**src/hdl/dhce_pkg.sv**
```systemverilog
package dhce_pkg;

  // Default width of record positions and file sizes.
  localparam int POS_WIDTH_DEF = 32;

  // Width of the lead and trail context registers.
  localparam int CTX_WIDTH = 16;

  // Configuration port geometry.
  localparam int CFG_DATA_WIDTH = 32;
  localparam int CFG_ADDR_WIDTH = 2;

  // Depth of the result queue behind the compare stage.
  localparam int OUT_FIFO_DEPTH = 4;

  // Reset value of both context registers.
  localparam logic [CTX_WIDTH-1:0] CTX_RESET = CTX_WIDTH'(3);

  // Configuration register indexes.
  typedef enum logic [CFG_ADDR_WIDTH-1:0] {
    REG_FILE_SIZE_A  = 2'd0,
    REG_FILE_SIZE_B  = 2'd1,
    REG_LEAD_CONTEXT = 2'd2,
    REG_TRAIL_CONTEXT = 2'd3
  } cfg_reg_t;

endpackage

```
**src/hdl/diff_hunk_context_expander.sv**
```systemverilog
// Widens a stream of diff deltas into hunks with lead and trail context. A delta
// request is taken on every cycle in steady flow: the context sums are formed as the
// request is registered, and past the compare stage the finished hunks enter a
// four-entry result queue. Each delta is held until its successor arrives, so a
// non-final delta yields no hunk yet, the next one yields the held hunk, and a final
// delta yields the held hunk (if any) and then its own hunk, marked by out_tlast,
// after which a new stream begins. Every delta yields one hunk in all, so the result
// port, which moves one hunk per cycle while out_tready is high, keeps up with one
// delta per cycle; when a final delta follows a held one, both hunks enter the queue
// at once and the queue absorbs the second. The input stalls whenever a delta is
// registered and the queue cannot take two more hunks. Configuration registers
// must be written only while no delta is in flight; the block does not enforce it.
module diff_hunk_context_expander #(
  parameter int POS_WIDTH = dhce_pkg::POS_WIDTH_DEF
) (
  input  logic clk,
  input  logic rst_n,

  // Configuration write port.
  input  logic                                 cfg_we,
  input  logic [dhce_pkg::CFG_ADDR_WIDTH-1:0]  cfg_addr,
  input  logic [dhce_pkg::CFG_DATA_WIDTH-1:0]  cfg_wdata,

  // Delta input. tdata, lowest bit up: delta_start_a, delta_start_b,
  // delta_stop_a, delta_stop_b, zero fill. tlast: final_delta.
  input  logic                                 in_tvalid,
  output logic                                 in_tready,
  input  logic [((4*POS_WIDTH+7)/8)*8-1:0]     in_tdata,
  input  logic                                 in_tlast,

  // Hunk output. tdata, lowest bit up: hunk_start_a, hunk_start_b,
  // hunk_stop_a, hunk_stop_b, zero fill. tlast: final_hunk.
  output logic                                 out_tvalid,
  input  logic                                 out_tready,
  output logic [((4*POS_WIDTH+7)/8)*8-1:0]     out_tdata,
  output logic                                 out_tlast
);

  localparam int P      = POS_WIDTH;
  localparam int CW     = dhce_pkg::CTX_WIDTH;
  localparam int SW     = ((P > CW) ? P : CW) + 1;
  localparam int TW     = ((4 * P + 7) / 8) * 8;
  localparam int DEPTH  = dhce_pkg::OUT_FIFO_DEPTH;
  localparam int PTR_W  = $clog2(DEPTH);
  localparam int CNT_W  = $clog2(DEPTH + 1);

  typedef struct packed {
    logic [P-1:0] start_a;
    logic [P-1:0] start_b;
    logic [P-1:0] stop_a;
    logic [P-1:0] stop_b;
    logic         last;
  } hunk_t;

  // Configuration registers.
  logic [P-1:0]  file_size_a_r;
  logic [P-1:0]  file_size_b_r;
  logic [CW-1:0] lead_ctx_r;
  logic [CW-1:0] trail_ctx_r;

  always_ff @(posedge clk) begin
    if (!rst_n) begin
      file_size_a_r <= '0;
      file_size_b_r <= '0;
      lead_ctx_r    <= dhce_pkg::CTX_RESET;
      trail_ctx_r   <= dhce_pkg::CTX_RESET;
    end else if (cfg_we) begin
      case (dhce_pkg::cfg_reg_t'(cfg_addr))
        dhce_pkg::REG_FILE_SIZE_A:   file_size_a_r <= cfg_wdata[P-1:0];
        dhce_pkg::REG_FILE_SIZE_B:   file_size_b_r <= cfg_wdata[P-1:0];
        dhce_pkg::REG_LEAD_CONTEXT:  lead_ctx_r    <= cfg_wdata[CW-1:0];
        dhce_pkg::REG_TRAIL_CONTEXT: trail_ctx_r   <= cfg_wdata[CW-1:0];
        default: ;
      endcase
    end
  end

  // Unpack the incoming request and form the context sums.
  logic [P-1:0]  in_sa, in_sb, in_ea, in_eb;
  logic [SW-1:0] in_sa_x, in_sb_x, lead_x, trail_x;

  assign in_sa   = in_tdata[P-1:0];
  assign in_sb   = in_tdata[2*P-1:P];
  assign in_ea   = in_tdata[3*P-1:2*P];
  assign in_eb   = in_tdata[4*P-1:3*P];
  assign in_sa_x = SW'(in_sa);
  assign in_sb_x = SW'(in_sb);
  assign lead_x  = SW'(lead_ctx_r);
  assign trail_x = SW'(trail_ctx_r);

  // Registered delta with precomputed sums.
  logic          v1_r;
  logic          last1_r;
  logic [P-1:0]  sa1_r, sb1_r;
  logic [P-1:0]  sa_d1_r, sb_d1_r;
  logic          sa_gt1_r, sb_gt1_r;
  logic [SW-1:0] ea_g1_r, eb_g1_r;
  logic          s1_go;

  always_ff @(posedge clk) begin
    if (!rst_n) begin
      v1_r <= 1'b0;
    end else if (in_tready) begin
      v1_r <= in_tvalid;
    end
  end

  always_ff @(posedge clk) begin
    if (in_tready && in_tvalid) begin
      last1_r  <= in_tlast;
      sa1_r    <= in_sa;
      sb1_r    <= in_sb;
      sa_d1_r  <= P'(in_sa_x - lead_x);
      sb_d1_r  <= P'(in_sb_x - lead_x);
      sa_gt1_r <= in_sa_x > lead_x;
      sb_gt1_r <= in_sb_x > lead_x;
      ea_g1_r  <= SW'(in_ea) + trail_x;
      eb_g1_r  <= SW'(in_eb) + trail_x;
    end
  end

  // Held delta: widened start and its trail-extended stop.
  logic          held_valid_r;
  logic [P-1:0]  held_start_a_r, held_start_b_r;
  logic [SW-1:0] prior_grown_a_r, prior_grown_b_r;

  // Clamp the held end to this start; the start then sits at or above that end.
  logic         hold_lt_a, hold_lt_b;
  logic [P-1:0] lo_a, lo_b;
  logic         wid_a, wid_b;
  logic [P-1:0] na, nb;

  always_comb begin
    hold_lt_a = prior_grown_a_r < SW'(sa1_r);
    hold_lt_b = prior_grown_b_r < SW'(sb1_r);
    lo_a = '0;
    lo_b = '0;
    if (held_valid_r) begin
      lo_a = hold_lt_a ? prior_grown_a_r[P-1:0] : sa1_r;
      lo_b = hold_lt_b ? prior_grown_b_r[P-1:0] : sb1_r;
      wid_a = hold_lt_a && sa_gt1_r && (prior_grown_a_r < SW'(sa_d1_r));
      wid_b = hold_lt_b && sb_gt1_r && (prior_grown_b_r < SW'(sb_d1_r));
    end else begin
      wid_a = sa_gt1_r;
      wid_b = sb_gt1_r;
    end
    na = wid_a ? sa_d1_r : lo_a;
    nb = wid_b ? sb_d1_r : lo_b;
  end

  // Hunks produced by the registered delta.
  hunk_t held_hunk, final_hunk;

  always_comb begin
    held_hunk.start_a  = held_start_a_r;
    held_hunk.start_b  = held_start_b_r;
    held_hunk.stop_a   = lo_a;
    held_hunk.stop_b   = lo_b;
    held_hunk.last     = 1'b0;
    final_hunk.start_a = na;
    final_hunk.start_b = nb;
    final_hunk.stop_a  = (ea_g1_r < SW'(file_size_a_r)) ? ea_g1_r[P-1:0] : file_size_a_r;
    final_hunk.stop_b  = (eb_g1_r < SW'(file_size_b_r)) ? eb_g1_r[P-1:0] : file_size_b_r;
    final_hunk.last    = 1'b1;
  end

  // Held state update.
  always_ff @(posedge clk) begin
    if (!rst_n) begin
      held_valid_r <= 1'b0;
    end else if (s1_go) begin
      held_valid_r <= !last1_r;
    end
  end

  always_ff @(posedge clk) begin
    if (s1_go) begin
      held_start_a_r  <= na;
      held_start_b_r  <= nb;
      prior_grown_a_r <= ea_g1_r;
      prior_grown_b_r <= eb_g1_r;
    end
  end

  // Result queue; the compare stage moves only when two entries are free.
  hunk_t              fifo_r [DEPTH];
  logic [PTR_W-1:0]   wr_ptr_r, rd_ptr_r;
  logic [CNT_W-1:0]   cnt_r, cnt_nxt;
  logic [1:0]         push_n;
  logic               pop;

  assign s1_go     = v1_r && (cnt_r <= CNT_W'(DEPTH - 2));
  assign in_tready = !v1_r || s1_go;
  assign push_n    = s1_go ? (2'(held_valid_r) + 2'(last1_r)) : 2'd0;
  assign pop       = out_tvalid && out_tready;
  assign cnt_nxt   = cnt_r + CNT_W'(push_n) - CNT_W'(pop);

  always_ff @(posedge clk) begin
    if (!rst_n) begin
      wr_ptr_r <= '0;
      rd_ptr_r <= '0;
      cnt_r    <= '0;
    end else begin
      wr_ptr_r <= wr_ptr_r + PTR_W'(push_n);
      rd_ptr_r <= rd_ptr_r + PTR_W'(pop);
      cnt_r    <= cnt_nxt;
    end
  end

  always_ff @(posedge clk) begin
    if (s1_go && (held_valid_r || last1_r)) begin
      fifo_r[wr_ptr_r] <= held_valid_r ? held_hunk : final_hunk;
    end
    if (s1_go && held_valid_r && last1_r) begin
      fifo_r[wr_ptr_r + PTR_W'(1)] <= final_hunk;
    end
  end

  // Output port.
  hunk_t out_hunk;

  assign out_hunk   = fifo_r[rd_ptr_r];
  assign out_tvalid = cnt_r != '0;
  assign out_tlast  = out_hunk.last;
  assign out_tdata  = TW'({out_hunk.stop_b, out_hunk.stop_a,
                           out_hunk.start_b, out_hunk.start_a});

  // Checks on the queue and the held-delta bookkeeping.
  a_cnt_bound: assert property (@(posedge clk) disable iff (!rst_n)
    cnt_r <= CNT_W'(DEPTH))
    else $error("result queue over its depth");

  a_final_clears: assert property (@(posedge clk) disable iff (!rst_n)
    s1_go && last1_r |=> !held_valid_r)
    else $error("held delta left after a final delta");

  a_nonfinal_holds: assert property (@(posedge clk) disable iff (!rst_n)
    s1_go && !last1_r |=> held_valid_r)
    else $error("non-final delta not held");

  a_no_pop_empty: assert property (@(posedge clk) disable iff (!rst_n)
    cnt_r == '0 |-> !pop)
    else $error("hunk taken from an empty queue");

  a_two_pushes_final: assert property (@(posedge clk) disable iff (!rst_n)
    push_n == 2'd2 |-> held_valid_r && last1_r)
    else $error("two hunks pushed for a non-final delta");

endmodule

```
**config.mk**
```make
export PLATFORM = sky130hd
export DESIGN_NAME = diff_hunk_context_expander
export DESIGN_NICKNAME = d
export VERILOG_FILES = /design/src/hdl/dhce_pkg.sv /design/src/hdl/diff_hunk_context_expander.sv
export SDC_FILE = /design/constraint.sdc
export NUM_CORES = 2
export LEC_CHECK = 0
export ABC_AREA = 1
export BUFFER_PORTS_ARGS = -buffer_cell sky130_fd_sc_hd__buf_2
export CAP_MARGIN = 0
export CORE_UTILIZATION = 62
export CTS_CLUSTER_DIAMETER = 40
export DETAILED_ROUTE_END_ITERATION = 12
export GPL_TIMING_DRIVEN = 0
export MAX_ROUTING_LAYER = met4
export PLACE_DENSITY = 0.89
export SETUP_SLACK_MARGIN = 0.05
export SYNTH_ARGS = -nofsm -noshare
export SYNTH_HDL_FRONTEND = slang
export SYNTH_SLANG_ARGS = --single-unit
```
**constraint.sdc**
```tcl
create_clock -name clk -period 32.4 [get_ports clk]
set_input_delay 1.62 -clock clk [delete_from_list [all_inputs] [get_ports clk]]
set_output_delay 1.62 -clock clk [all_outputs]
set_load 0.005 [all_outputs]
```
* After elaboration in Yosys (flattened, before gate mapping) *
Memory sizes are Yosys's and may differ from the RTL's. A register that Yosys moved wholly into a read port is not among the register bits.
Cells that the tools add are included.

word-level totals
  memory bits (writable) = 516
  bits in registers = 432
  latch bits = 0
  bits of input ports = 168
  memories kept = 1
  ROM bits = 0

memories
  memory  depth  bits a word  read ports  clocked after Yosys merged registers in  wr ports  RTL line                           RTL
  fifo_r  4      129          1           1                                        2         diff_hunk_context_expander.sv:186  hunk_t fifo_r [DEPTH];

operators by class
  shift-type cells = 0
  $lt $le $gt $ge = 9
  add/subtract/negate cells = 10
  reduce and logical (&&, ||, !) cells = 20
  bitwise logic cells = 0
  multipliers = 0
  div/mod/pow operators = 0
  muxes and demuxes = 17
  equal/unequal tests = 3

operator list
  kind                                                  number
  two-way mux 32 bit                                    8
  < comparator 33 x 32 -> 1 bit                         6
  two-way mux 129 bit                                   1
  adder 32 x 16 -> 33 bit                               2
  greater-than comparator 32 x 16 -> 1 bit              2
  subtractor 32 x 16 -> 32 bit                          2
  logical AND 1 bit                                     10
  AND reduction 2 bit                                   4
  two-way mux 1 bit                                     6
  == test 2 bit (second input constant)                 2
  two-way mux 2 bit                                     2
  adder 3 x 2 -> 3 bit                                  1
  <= comparator 3 x 2 -> 1 bit (second input constant)  1
  nonzero test 3 bit                                    1
  subtractor 3 x 1 -> 3 bit                             1
  adder 1 x 1 -> 2 bit                                  1
  adder 2 x 1 -> 2 bit                                  1
  adder 2 x 1 -> 2 bit (second input constant)          1
  adder 2 bit                                           1
  == test 2 x 1 -> 1 bit (second input constant)        1
  logical NOT 1 bit                                     2
  logical NOT 2 bit                                     1
  logical OR 1 bit                                      2

* Depth between registers and ports, before layout *
  depth after elaboration = 6
  mapped depth = 18

* Worst setup path after synthesis *
OpenSTA, ideal clock, no wires.

  path type = reg-to-reg
  from = reg cnt_r[2]
  to = mem fifo_r[0][100] in the netlist's numbering, enable pin
  slack = 17.966 ns
  data arrival time = 13.642 ns
  buffers on the path = 0
  clock period less this slack = 14.434 ns
  stages on the path, launching flop included = 8
  setup time = 0.792 ns
  path through = dfxtp_1 > nor2_2 > nor2_1 > nor2_2 > inv_1 > nor2_1 > nand2_1 > o21ai_0

RTL lines
  item                    RTL line                           RTL
  start, declared         diff_hunk_context_expander.sv:188  logic [CNT_W-1:0] cnt_r, cnt_nxt;
  start signal, assigned  diff_hunk_context_expander.sv:206  cnt_r <= cnt_nxt;
  end, declared           diff_hunk_context_expander.sv:186

==> results.yml <==
status:
  status: "finished, violations left"
  violations: "max-capacitance violations, max-slew violations"
synthesis:
  synth_compound_area_share_pct: 8.13
  syn_inst: 6436
  synth_edf_count: 839
  ys_types: 46
  synth_nets: 6866
  synth.area.mux_share_pct: 0
  synth_top_family_by_area: "simple AND/OR/NAND/NOR gates"
  yosysSeqAreaShare_pct: 50.5
  synthFlopType: "edfxtp_1"
  synth_async_sr_flop_share_pct: 0
  synth_fa_ha_area_share_pct: 6.12
  syn_area_um2: 54200
  syn_avg_cell_area_um2: 8.42
  synth-xor-area-share_pct: 1.84
  ys_ff_latch: 948
  ys_warn_count: 0
  synth-simple-area-share_pct: 27.1
floorplan:
  die_height_um: 298
  die_x_um: 298
  io_pins: 299
  dieArea_um2: 88600
  initial_core_util_pct: 62.5
  std_cell_rows: 108
  core_um2: 86600
detailed_routing:
  wl_per_cell_um: 25.2
  wl_met1_mm: 72.3
  top_layer_used: "met4"
  wl_mm: 207
  met2_length_mm: 86.9
  vias_per_cell: 6.41
  vias: 52500
  wl_met3_mm: 35.1
  firstDrtPassIters: 13
  drc: 0
  drt_iter0_drc: 8356
  ant_nets: 0
sta:
  relSlewSlack_pct: -6.90
  holdWs_ns: 0.473
  slew_viol_final: 22
  finalClockSkew_ns: 0.0335
  tightest_slew_ns: 1.60
  finalHoldViolCount: 0
  fin_tns_setup_ns: 0
  setup_violations: 0
  fin_crit_sh_pct: 21.7
  grt_setup_unrepaired: "no"
  period_needed_ns: 7.04
  max_freq_ghz: 0.142
final_layout:
  final_cells: 8195
  fin_nets: 7331
  multi_input_area_um2: 23500
  n_fill_cell: 6359
  drive_gt1_share_pct: 10.1
  area_delta_synth_final_pct: 15.5
  fin_util_pct: 72.3
  seqCellArea_um2: 27400
worst_setup_path:
  crit_top_cell: "clkbuf_1"
  crit_chain: "clkbuf_1 > inv_1 > clkbuf_1 > clkbuf_1 > nor2_1 > o22ai_1 > buf_2"
  slowest_stage: "clkbuf_1"
  crit_arrival_ns: 5.42
  required_ns: 30.78
  criticalPathCategory: "flop to primary output"
  cp-end-kind: "primary output"
  critPathMaxStageDelay_ns: 1.18
  cp_max_fo: 10
  cp-start-kind: "flop"
pwr:
  ir_drop_uv: 59.1
  power_density_nw_per_um2: 66.5
  total_power_w: 0.00416
  power_leakage_nw: 27.0
hold_path:
  hold_path.class: "flop to flop"
place:
  gp_congestion: 1.02
  portBuffers: 297
  dp_hpwl_mm: 150
  place_inst: 7913
cts:
  cts_tree: "yes"
  clk_latency_ns: 0.76
  hold_buffers: 0
  ctsResizeCount: 0
  clock-sinks: 948
  cts.htree.levels: 4
  numCtsBuffers: 141
  root_buffer: "clkbuf_16"
  clk_pin_slew_ns: 0.05
  clock_path_buffers: 3
  cts_setup_buffers: 0
grt:
  grt_pass1_vias: 48700
  grt_max_degree: 60
  grt_pass1_wl_mm: 299
  grt_antenna_before_repair: 12
  grt_overflow: 0
  grt_usage_pct: 47.0
flow_run:
  max_cap_viol_count: 2
==> stage by stage <==
stage	instance area, um^2	setup WS, ns
after floorplan	54200	17.97
after global placement	57100	7.03
after CTS	62500	25.69
final	62600	25.36
after global routing	62600	25.58
after detailed placement	57700	26.47
==> worst paths after layout <==
check	from	endpoint	slack [ns]	cells past startpoint
setup / recovery	rd_ptr_r[0]	out_tdata[96]	25.36	7
hold / removal	fifo_r[2][0]	fifo_r[2][0]	0.47	2
setup reg to reg	cnt_r[1]	fifo_r[2][92]	28.40	11
hold reg to reg	fifo_r[2][0]	fifo_r[2][0]	0.47	2
==> Yosys cell counts, types with 6 or more instances <==
| cell type | n | area [um^2] |
|---|---|---|
| clkbuf_1 | 194 | 728 |
| xnor2_1 | 54 | 473 |
| o21a_1 | 7 | 52.6 |
| nand2_1 | 1791 | 6720 |
| nor2_1 | 464 | 1740 |
| inv_1 | 526 | 1970 |
| buf_2 | 93 | 465 |
| nand4_1 | 91 | 569 |
| ha_1 | 257 | 3220 |
| nand3_2 | 24 | 240 |
| o21ai_1 | 9 | 45.0 |
| nor4_1 | 9 | 56.3 |
| a21oi_1 | 229 | 1150 |
| a21boi_0 | 7 | 52.6 |
| xor2_1 | 60 | 526 |
| edfxtp_1 | 839 | 25200 |
| nor3_1 | 29 | 145 |
| buf_1 | 37 | 139 |
| nand3_1 | 932 | 4660 |
| o22ai_1 | 129 | 807 |
| a21o_1 | 17 | 128 |
| dfxtp_1 | 109 | 2180 |
| o21ai_0 | 405 | 2030 |
| and2_1 | 64 | 400 |
| inv_2 | 6 | 22.5 |
==> power breakdown <==
| part | switching (W) | internal, W |
|---|---|---|
| logic | 0.000784 | 0.000306 |
| registers | 0.0000720 | 0.00144 |
| clock network | 0.000617 | 0.000939 |
| total | 0.00147 | 0.00269 |
==> state kept, by name, indices dropped and copies added, names as in the netlist, 33 cells and up <==
name,cells
fifo_r,516
eb_g1_r,33
prior_grown_a_r,33
prior_grown_b_r,33
ea_g1_r,33
==> layout by cell type, fill, tap and decap left out, drive strengths merged, types with 17 or more instances in the layout <==
master,netlist,final
edfxtp,839,839
o22ai,129,129
nand4,91,91
clkinv,3,53
a21o,17,17
buf,135,457
ha,257,257
xnor2,54,54
xor2,60,60
nor2,470,470
diode,0,22
dfxtp,109,109
inv,532,560
nand3,956,956
clkbuf,194,354
and2,64,64
o21ai,416,416
a21oi,231,231
nand2,1793,1793
nor3,29,29
==> per-layer routing <==
metal / up-vias / track usage [%]
met5: - / -
met4: 0 / 24.3
met3: 937 / 16.4
met2: 4556 / 66.6
met1: 24100 / 59.3
li1: 22900 / -
==> kinds of logic (layout without fill, tap and decap cells) <==
kind of cell,count (synthesis),after routing
AOI/OAI and AO/OA,822,822
buffers and inverters,864,1446
DFF,948,948
adders and majority gates,262,262
and+or+nand+nor,3426,3426
other,0,22
xor gates and xnor gates,114,114
==> cell type report <==
cell class	instances	share of cell area, %
timing repair buffer	322	3.29
sequential	948	43.7
multi-input combinational	4624	37.5
tap	1155	2.31
clock inverter	100	1.67
inverter	535	3.21
antenna	22	0.0880
clock buffer	160	6.00
buffer	329	2.19
==> worst max-delay path: cells and delay by family, from the launching register on <==
kind,cells,cell delay (ns)
AO/OA/AOI/OAI,1,0.62
AND/OR/NAND/NOR,1,0.14
flip-flops,1,0.63
buffers and inverters,5,3.24
No activity file was read; power rests on OpenSTA's default activity.
